===== src/design/utd_pkg.sv =====
// Shared types, constants and the lead byte classifier for the UTF-8 to UCS-2 decoder.
// No dependencies; used by utd_step and utf8_to_ucs2_decoder.
package utd_pkg;

    // Lead byte class patterns and payload masks
    localparam logic [7:0] ASCII_KEEP  = 8'h7f;
    localparam logic [7:0] LEAD2_MASK  = 8'he0;
    localparam logic [7:0] LEAD2_TAG   = 8'hc0;
    localparam logic [7:0] LEAD2_KEEP  = 8'h1f;
    localparam logic [7:0] LEAD3_MASK  = 8'hf0;
    localparam logic [7:0] LEAD3_TAG   = 8'he0;
    localparam logic [7:0] LEAD3_KEEP  = 8'h0f;
    localparam logic [7:0] LEAD4_MASK  = 8'hf8;
    localparam logic [7:0] LEAD4_TAG   = 8'hf0;
    localparam logic [7:0] LEAD4_KEEP  = 8'h07;
    localparam logic [7:0] LEAD5_MASK  = 8'hfc;
    localparam logic [7:0] LEAD5_TAG   = 8'hf8;
    localparam logic [7:0] LEAD5_KEEP  = 8'h03;
    localparam logic [7:0] LEAD6_MASK  = 8'hfe;
    localparam logic [7:0] LEAD6_TAG   = 8'hfc;
    localparam logic [7:0] LEAD6_KEEP  = 8'h01;
    localparam logic [7:0] NUL_BYTE    = 8'h00;

    // Continuation byte: top two bits 10, six payload bits
    localparam logic [1:0] CONT_TAG    = 2'b10;

    // Sequence lengths; zero marks an invalid lead
    localparam logic [2:0] LEN_BAD     = 3'd0;
    localparam logic [2:0] LEN_ONE     = 3'd1;
    localparam logic [2:0] LEN_TWO     = 3'd2;
    localparam logic [2:0] LEN_THREE   = 3'd3;
    localparam logic [2:0] LEN_FOUR    = 3'd4;
    localparam logic [2:0] LEN_FIVE    = 3'd5;
    localparam logic [2:0] LEN_SIX     = 3'd6;

    localparam int UNIT_W = 16;

    typedef struct packed {
        logic [2:0] len;
        logic [7:0] keep;
    } lead_info_t;

    // One result item
    typedef struct packed {
        logic [UNIT_W-1:0] code_unit;
        logic              unit_valid;
        logic              done_res;
        logic              bad_sequence;
        logic [UNIT_W-1:0] unit_count;
    } result_t;

    // Classify a lead byte: sequence length and payload mask
    function automatic lead_info_t lead_decode(input logic [7:0] b);
        lead_info_t info;
        info.len  = LEN_BAD;
        info.keep = 8'h00;
        priority if (b[7] == 1'b0) begin
            info.len  = LEN_ONE;
            info.keep = ASCII_KEEP;
        end
        else if ((b & LEAD2_MASK) == LEAD2_TAG) begin
            info.len  = LEN_TWO;
            info.keep = LEAD2_KEEP;
        end
        else if ((b & LEAD3_MASK) == LEAD3_TAG) begin
            info.len  = LEN_THREE;
            info.keep = LEAD3_KEEP;
        end
        else if ((b & LEAD4_MASK) == LEAD4_TAG) begin
            info.len  = LEN_FOUR;
            info.keep = LEAD4_KEEP;
        end
        else if ((b & LEAD5_MASK) == LEAD5_TAG) begin
            info.len  = LEN_FIVE;
            info.keep = LEAD5_KEEP;
        end
        else if ((b & LEAD6_MASK) == LEAD6_TAG) begin
            info.len  = LEN_SIX;
            info.keep = LEAD6_KEEP;
        end
        else begin
            info.len  = LEN_BAD;
            info.keep = 8'h00;
        end
        return info;
    endfunction

endpackage


===== src/design/utd_step.sv =====
// Decoder state (accumulator, bytes left, unit count) and the per-byte
// decode step. Depends on utd_pkg.
module utd_step #(
    parameter int COUNT_BITS = 16
) (
    input  logic                          clk,
    input  logic                          rst_n,
    input  logic                          fire,       // byte consumed this cycle
    input  logic [7:0]                    in_byte,
    input  logic [utd_pkg::UNIT_W-1:0]    max_units,
    output logic                          has_result,
    output utd_pkg::result_t              result
);

    localparam int CMP_W = (COUNT_BITS > utd_pkg::UNIT_W) ? COUNT_BITS : utd_pkg::UNIT_W;

    logic [utd_pkg::UNIT_W-1:0] acc_reg, acc_next;
    logic [2:0]                 bl_reg, bl_next;
    logic [COUNT_BITS-1:0]      ud_reg, ud_next, ud_inc;
    logic [CMP_W-1:0]           ud_ext, ud_inc_ext, max_ext;
    utd_pkg::lead_info_t        lead;
    logic                       char_done;
    logic                       end_str;
    logic                       bad;

    assign ud_inc     = ud_reg + COUNT_BITS'(1);
    assign ud_ext     = CMP_W'(ud_reg);
    assign ud_inc_ext = CMP_W'(ud_inc);
    assign max_ext    = CMP_W'(max_units);
    assign lead       = utd_pkg::lead_decode(in_byte);

    // Next state and result for the byte at hand
    always_comb
    begin
        acc_next   = acc_reg;
        bl_next    = bl_reg;
        ud_next    = ud_reg;
        char_done  = 1'b0;
        end_str    = 1'b0;
        bad        = 1'b0;
        has_result = 1'b0;
        result     = '0;
        if (bl_reg == 3'd0)
        begin
            if (in_byte == utd_pkg::NUL_BYTE)
            begin
                end_str = 1'b1;
            end
            else if (lead.len == utd_pkg::LEN_BAD)
            begin
                end_str = 1'b1;
                bad     = 1'b1;
            end
            else
            begin
                acc_next = {8'h00, in_byte & lead.keep};
                if (lead.len == utd_pkg::LEN_ONE)
                    char_done = 1'b1;
                else
                    bl_next = lead.len - 3'd1;
            end
        end
        else
        begin
            if (in_byte[7:6] != utd_pkg::CONT_TAG)
            begin
                end_str = 1'b1;
                bad     = 1'b1;
            end
            else
            begin
                acc_next = {acc_reg[9:0], in_byte[5:0]};
                bl_next  = bl_reg - 3'd1;
                if (bl_next == 3'd0)
                    char_done = 1'b1;
            end
        end

        // Completed character: emit it unless the limit is reached
        if (char_done)
        begin
            if (ud_ext >= max_ext)
            begin
                end_str = 1'b1;
            end
            else
            begin
                has_result        = 1'b1;
                result.code_unit  = acc_next;
                result.unit_valid = 1'b1;
                result.unit_count = ud_inc_ext[utd_pkg::UNIT_W-1:0];
                ud_next           = ud_inc;
                acc_next          = '0;
            end
        end

        // End of string: done item, clear state
        if (end_str)
        begin
            has_result          = 1'b1;
            result.done_res     = 1'b1;
            result.bad_sequence = bad;
            result.unit_count   = ud_ext[utd_pkg::UNIT_W-1:0];
            acc_next            = '0;
            bl_next             = 3'd0;
            ud_next             = '0;
        end
    end

    // State registers
    always_ff @(posedge clk or negedge rst_n)
    begin
        if (!rst_n)
        begin
            acc_reg <= '0;
            bl_reg  <= 3'd0;
            ud_reg  <= '0;
        end
        else if (fire)
        begin
            acc_reg <= acc_next;
            bl_reg  <= bl_next;
            ud_reg  <= ud_next;
        end
    end

    // A finished string leaves the decoder clear
    a_done_clears: assert property (@(posedge clk) disable iff (!rst_n)
        (fire && has_result && result.done_res) |=> (bl_reg == 3'd0 && ud_reg == '0))
        else $error("state not cleared after end of string");

    // Mid-sequence bytes never produce an item
    a_mid_quiet: assert property (@(posedge clk) disable iff (!rst_n)
        (bl_next != 3'd0 && !end_str) |-> !has_result)
        else $error("item produced mid-sequence");

endmodule


===== src/design/utf8_to_ucs2_decoder.sv =====
// Top level: stream ports, input register, max_units register, result
// register. Depends on utd_pkg and utd_step.
// An accepted byte yields its item through the input register, then the
// result register. Throughput: one byte per cycle unless stalled, set by the
// single decode step between the two registers. A full result register that
// is not taken stalls only bytes that produce an item.
// Reset (rst_n, async low): decoder state cleared, no items held,
// max_units = 65535.
module utf8_to_ucs2_decoder #(
    parameter int COUNT_BITS = 16
) (
    input  logic        clk,
    input  logic        rst_n,
    input  logic        s_tvalid,
    output logic        s_tready,
    input  logic [7:0]  s_tdata,    // [7:0] in_byte
    output logic        m_tvalid,
    input  logic        m_tready,
    output logic [31:0] m_tdata,    // [15:0] code_unit, [31:16] unit_count
    output logic [1:0]  m_tuser,    // [0] unit_valid, [1] bad_sequence
    output logic        m_tlast,    // done_res
    input  logic        cfg_we,
    input  logic [15:0] cfg_wdata   // max_units
);

    logic                   in_valid_reg;
    logic [7:0]             in_byte_reg;
    logic [15:0]            max_units_reg;
    logic                   out_valid_reg;
    utd_pkg::result_t       out_reg;
    logic                   has_result;
    utd_pkg::result_t       result;
    logic                   out_free;
    logic                   fire;

    // Handshake: a byte moves on when its item (if any) has room
    assign out_free = !out_valid_reg || m_tready;
    assign fire     = in_valid_reg && (out_free || !has_result);
    assign s_tready = !in_valid_reg || fire;

    utd_step #(
        .COUNT_BITS (COUNT_BITS)
    ) u_step (
        .clk        (clk),
        .rst_n      (rst_n),
        .fire       (fire),
        .in_byte    (in_byte_reg),
        .max_units  (max_units_reg),
        .has_result (has_result),
        .result     (result)
    );

    // Configuration register
    always_ff @(posedge clk or negedge rst_n)
    begin
        if (!rst_n)
            max_units_reg <= 16'hffff;
        else if (cfg_we)
            max_units_reg <= cfg_wdata;
    end

    // Input register
    always_ff @(posedge clk or negedge rst_n)
    begin
        if (!rst_n)
            in_valid_reg <= 1'b0;
        else if (s_tready)
            in_valid_reg <= s_tvalid;
    end

    always_ff @(posedge clk)
    begin
        if (s_tvalid && s_tready)
            in_byte_reg <= s_tdata;
    end

    // Result register
    always_ff @(posedge clk or negedge rst_n)
    begin
        if (!rst_n)
            out_valid_reg <= 1'b0;
        else if (fire && has_result)
            out_valid_reg <= 1'b1;
        else if (m_tready)
            out_valid_reg <= 1'b0;
    end

    always_ff @(posedge clk)
    begin
        if (fire && has_result)
            out_reg <= result;
    end

    assign m_tvalid = out_valid_reg;
    assign m_tdata  = {out_reg.unit_count, out_reg.code_unit};
    assign m_tuser  = {out_reg.bad_sequence, out_reg.unit_valid};
    assign m_tlast  = out_reg.done_res;

    // Done items carry no code unit
    a_done_no_unit: assert property (@(posedge clk) disable iff (!rst_n)
        (m_tvalid && m_tlast) |-> !m_tuser[0])
        else $error("done item flagged as code unit");

    // Non-done items are always code units
    a_unit_or_done: assert property (@(posedge clk) disable iff (!rst_n)
        (m_tvalid && !m_tlast) |-> (m_tuser[0] && !m_tuser[1]))
        else $error("item is neither code unit nor done");

    // A stalled item never gets overwritten
    a_no_overwrite: assert property (@(posedge clk) disable iff (!rst_n)
        (m_tvalid && !m_tready) |-> !(fire && has_result))
        else $error("result register overwritten while held");

endmodule

===== config.mk =====
export PLATFORM = sky130hd
export DESIGN_NAME = utf8_to_ucs2_decoder
export DESIGN_NICKNAME = d
export VERILOG_FILES = /design/src/design/utd_pkg.sv /design/src/design/utd_step.sv /design/src/design/utf8_to_ucs2_decoder.sv
export SDC_FILE = /design/constraint.sdc
export NUM_CORES = 1
export LEC_CHECK = 0
export BUFFER_PORTS_ARGS = -buffer_cell sky130_fd_sc_hd__buf_2
export CAP_MARGIN = 0
export CORE_MARGIN = 3
export CORE_UTILIZATION = 57
export DETAILED_ROUTE_END_ITERATION = 10
export HOLD_SLACK_MARGIN = 0.1
export PLACE_DENSITY = 0.79
export SYNTH_ARGS = -nofsm -noshare
export SYNTH_HDL_FRONTEND = slang
export SYNTH_HIERARCHICAL = 1
export SYNTH_SLANG_ARGS = --single-unit

===== constraint.sdc =====
create_clock -name clk -period 4.9 [get_ports clk]
set_clock_uncertainty 0.2 [all_clocks]
set_input_delay 0.245 -clock clk [delete_from_list [all_inputs] [get_ports clk]]
set_output_delay 0.245 -clock clk [all_outputs]
set_load 0.02 [all_outputs]

==> run metrics <==
total inserted antenna cells 0; period utilization 89.4%; share of synthesized area occupied by flip-flops and latches 51.1%; total of buffers placed on input and output ports 65; final cell utilization of the core 68.5%; most frequent cell after synthesis nand2_1; drt pass-1 iters 5; starting density of the core 58.9%; overall routing resource usage 23.7%; setup repair after global routing missed its margin false; arrival time at the worst endpoint 4.49 ns; Net count, final 617; Synth Flop Type edfxtp_1; flip-flop count of the largest register after layout 32; Global Route met1 Usage 34.5%; peak supply drop 412 uV; shortest clock period the worst path allows after layout 4.38 ns; Synth Register Bits 96; P&R area growth vs syn 16.3%; endpoint kind of the worst setup timing path register; routing layer with the top usage in global route met2; post-CTS repair timing setup buffer count 0; maximum achievable frequency 228 MHz; routed length per placed instance 17.2 microns; row count 34; total routed wirelength 11.6 mm; proportion of register bits with asynchronous set or reset after synthesis 55.2%; CTS Root Cell clkbuf_8; terminating pin of the worst hold path max_units_reg[10]; Bufs on Longest Clock Path 2; average via count per standard cell 6.17; total negative setup slack 0 ns; most instantiated cells after synthesis nand2_1, edfxtp_1, dfrtp_1; Iteration-0 DRC Markers 317; end of the worst register-to-register path u_step/acc_reg[7]; worst slack at placement 0.669 ns; final hold viol count 0; Final GP Congestion 0.938; multi-input logic area 2310 sq um; Setup WS post-layout 0.518 ns; deepest level of the CTS H-tree 3; Finished Layout Cells 677; number of different library cells in the post-synthesis netlist 62; Power Density 508 nW/um^2; Placed Cells incl. Taps 633; Std-Cell Core Area 8760 sq um; summed instance area of the synthesized netlist 5160 sq um; number of warnings issued by yosys 6; startpoint type of the worst setup path register; global route overflow 0; Design Power 3.05 mW; met2 demand-to-capacity share in global routing 36.5%; Gate Count Post-Synth 477; largest fanout on the critical path 23; fraction of synthesized cell area taken by the top area cell type 25.0%; number of clock sinks seen by CTS 96; Hold WC Path Type in -> reg; number of pins exceeding their max-slew limit in the final report 0; cell count of the worst reg-to-reg path 14; die area 10200 sq um; startpoint-to-endpoint class of the critical path reg -> reg; Synth area leaders edfxtp_1, dfrtp_1, dfstp_2, ha_1, nand2_1; min-delay src cfg_we; via count 4175; number of buffers created by CTS 9; post-route DRC violation count 0; DRT antenna net count 0; worst reg2reg setup slack 0.52 ns; status finished clean; insertion delay to the later sink of the worst-skew pair 0.36 ns; CTS tree done; global-route wire length before repair 19.3 mm; antenna violations before repair 0; mean instance size in the synthesized netlist 10.8 sq um; Leakage Power 2.57 nW; count of max-cap constraint violations 0; fill cell instance count of the final layout 669; Global Route met3 Usage 4.61%; I/O pin count 66; final count of negative-setup-slack endpoints 0; Slew @ Worst Pin 0.995 ns; required time reported for the critical path endpoint 5.01 ns; headroom to the max-slew limit 33.5%; Reg clk slew, reported paths 0.11 ns; Worst R2R Start in_byte_reg[3]; Synth Net Count 530; die boundary width 101 microns; most area-hungry cell type in the Yosys netlist edfxtp_1; die height 101 microns; largest net degree at the start of global routing 54; half-perimeter wire length after detailed placement 7.83 mm; count of cells along the worst hold path 2; share of post-route cells with drive strength above 1 23.4%; sequential cell area in the final layout 2640 sq um; via count of the first global-routing pass 3953; EDFF count, synth 43
final cells by class:
| class | count | area share [%] |
|---|---|---|
| flip-flops and latches | 96 | 43.9 |
| multi-input cells | 333 | 38.4 |
| repair buffers | 97 | 10.6 |
| well taps | 108 | 2.25 |
| clock buffers | 9 | 2.06 |
| inverters | 27 | 1.69 |
| clock inverters | 7 | 1.06 |
worst max-delay path: stages (launching register included):
cell and delay [ns]:
edfxtp_1 0.48, inv_1 0.07, o21ai_0 0.16, a31oi_1 0.18, ha_1 0.29, ha_1 0.25, a211oi_2 0.49, a211o_1 0.21
buf_4 0.23, nand2_1 0.21, a21boi_0 0.21, buf_4 0.20, inv_1 0.33, nor3_2 0.59, a22o_1 0.21
power by group:
part / switching, mW / internal, mW
combinational: 0.814 / 0.433
clock: 0.310 / 0.196
sequential: 0.181 / 1.11
per-stage QoR:
step	hold WS (ns)	instance area (sq um)
finish	0.206	6000
global route	0.206	6000
global placement	0.200	5540
floorplan	-0.251	5160
detailed placement	0.212	5540
CTS	0.197	6000
layer usage:
layer / part of all wire, % / vias to the layer above / wire length [microns]
met1: 47 / 2030 / 5470
met5: 0 / - / 0
met3: 5.8 / 20 / 676
met4: 1.4 / 0 / 163
li1: - / 1967 / -
met2: 46 / 158 / 5300
cell usage in the layout (no fill, tap or decap), drive strengths merged, types with 8 or more instances in the layout:
cell / instances
a21o: 8
a21oi: 29
a22o: 11
and2: 9
buf: 69
clkbuf: 9
dfrtp: 37
dfstp: 16
dlygate4sd3: 28
edfxtp: 43
ha: 24
inv: 31
mux2: 16
nand2: 61
nand3: 15
nand4: 14
nor2: 24
nor3: 8
o21ai: 18
cells by family after synthesis:
kind of cell             count (synthesis)  share of synthesized area [%]
buffers and inverters                   48                           4.41
multiplexers                            17                           4.41
flip-flops                              96                           51.1
AND/OR/NAND/NOR                        161                           15.7
XOR/XNOR                                 1                          0.170
AO/OA/AOI/OAI                          130                           18.4
adder cells (fa/ha/maj)                 24                           5.82
worst max-delay path by stage:
stage	startpoint	endpoint	cells after the start
finish	in_byte_reg[3]	u_step/acc_reg[7]	14
global route	in_byte_reg[3]	u_step/acc_reg[14]	14
CTS	in_byte_reg[3]	u_step/acc_reg[11]	14
global placement	in_byte_reg[2]	u_step/acc_reg[13]	13
detailed placement	in_byte_reg[3]	u_step/acc_reg[11]	14
floorplan	in_byte_reg[6]	m_tdata[0]	9
timing repair:
item,in CTS,in global routing
gates resized for setup,0,0
endpoints found under the hold margin,63,0
hold buffers,28,0
endpoints found under the setup margin,0,0
Note: power is estimated with default switching activity, not from simulation.
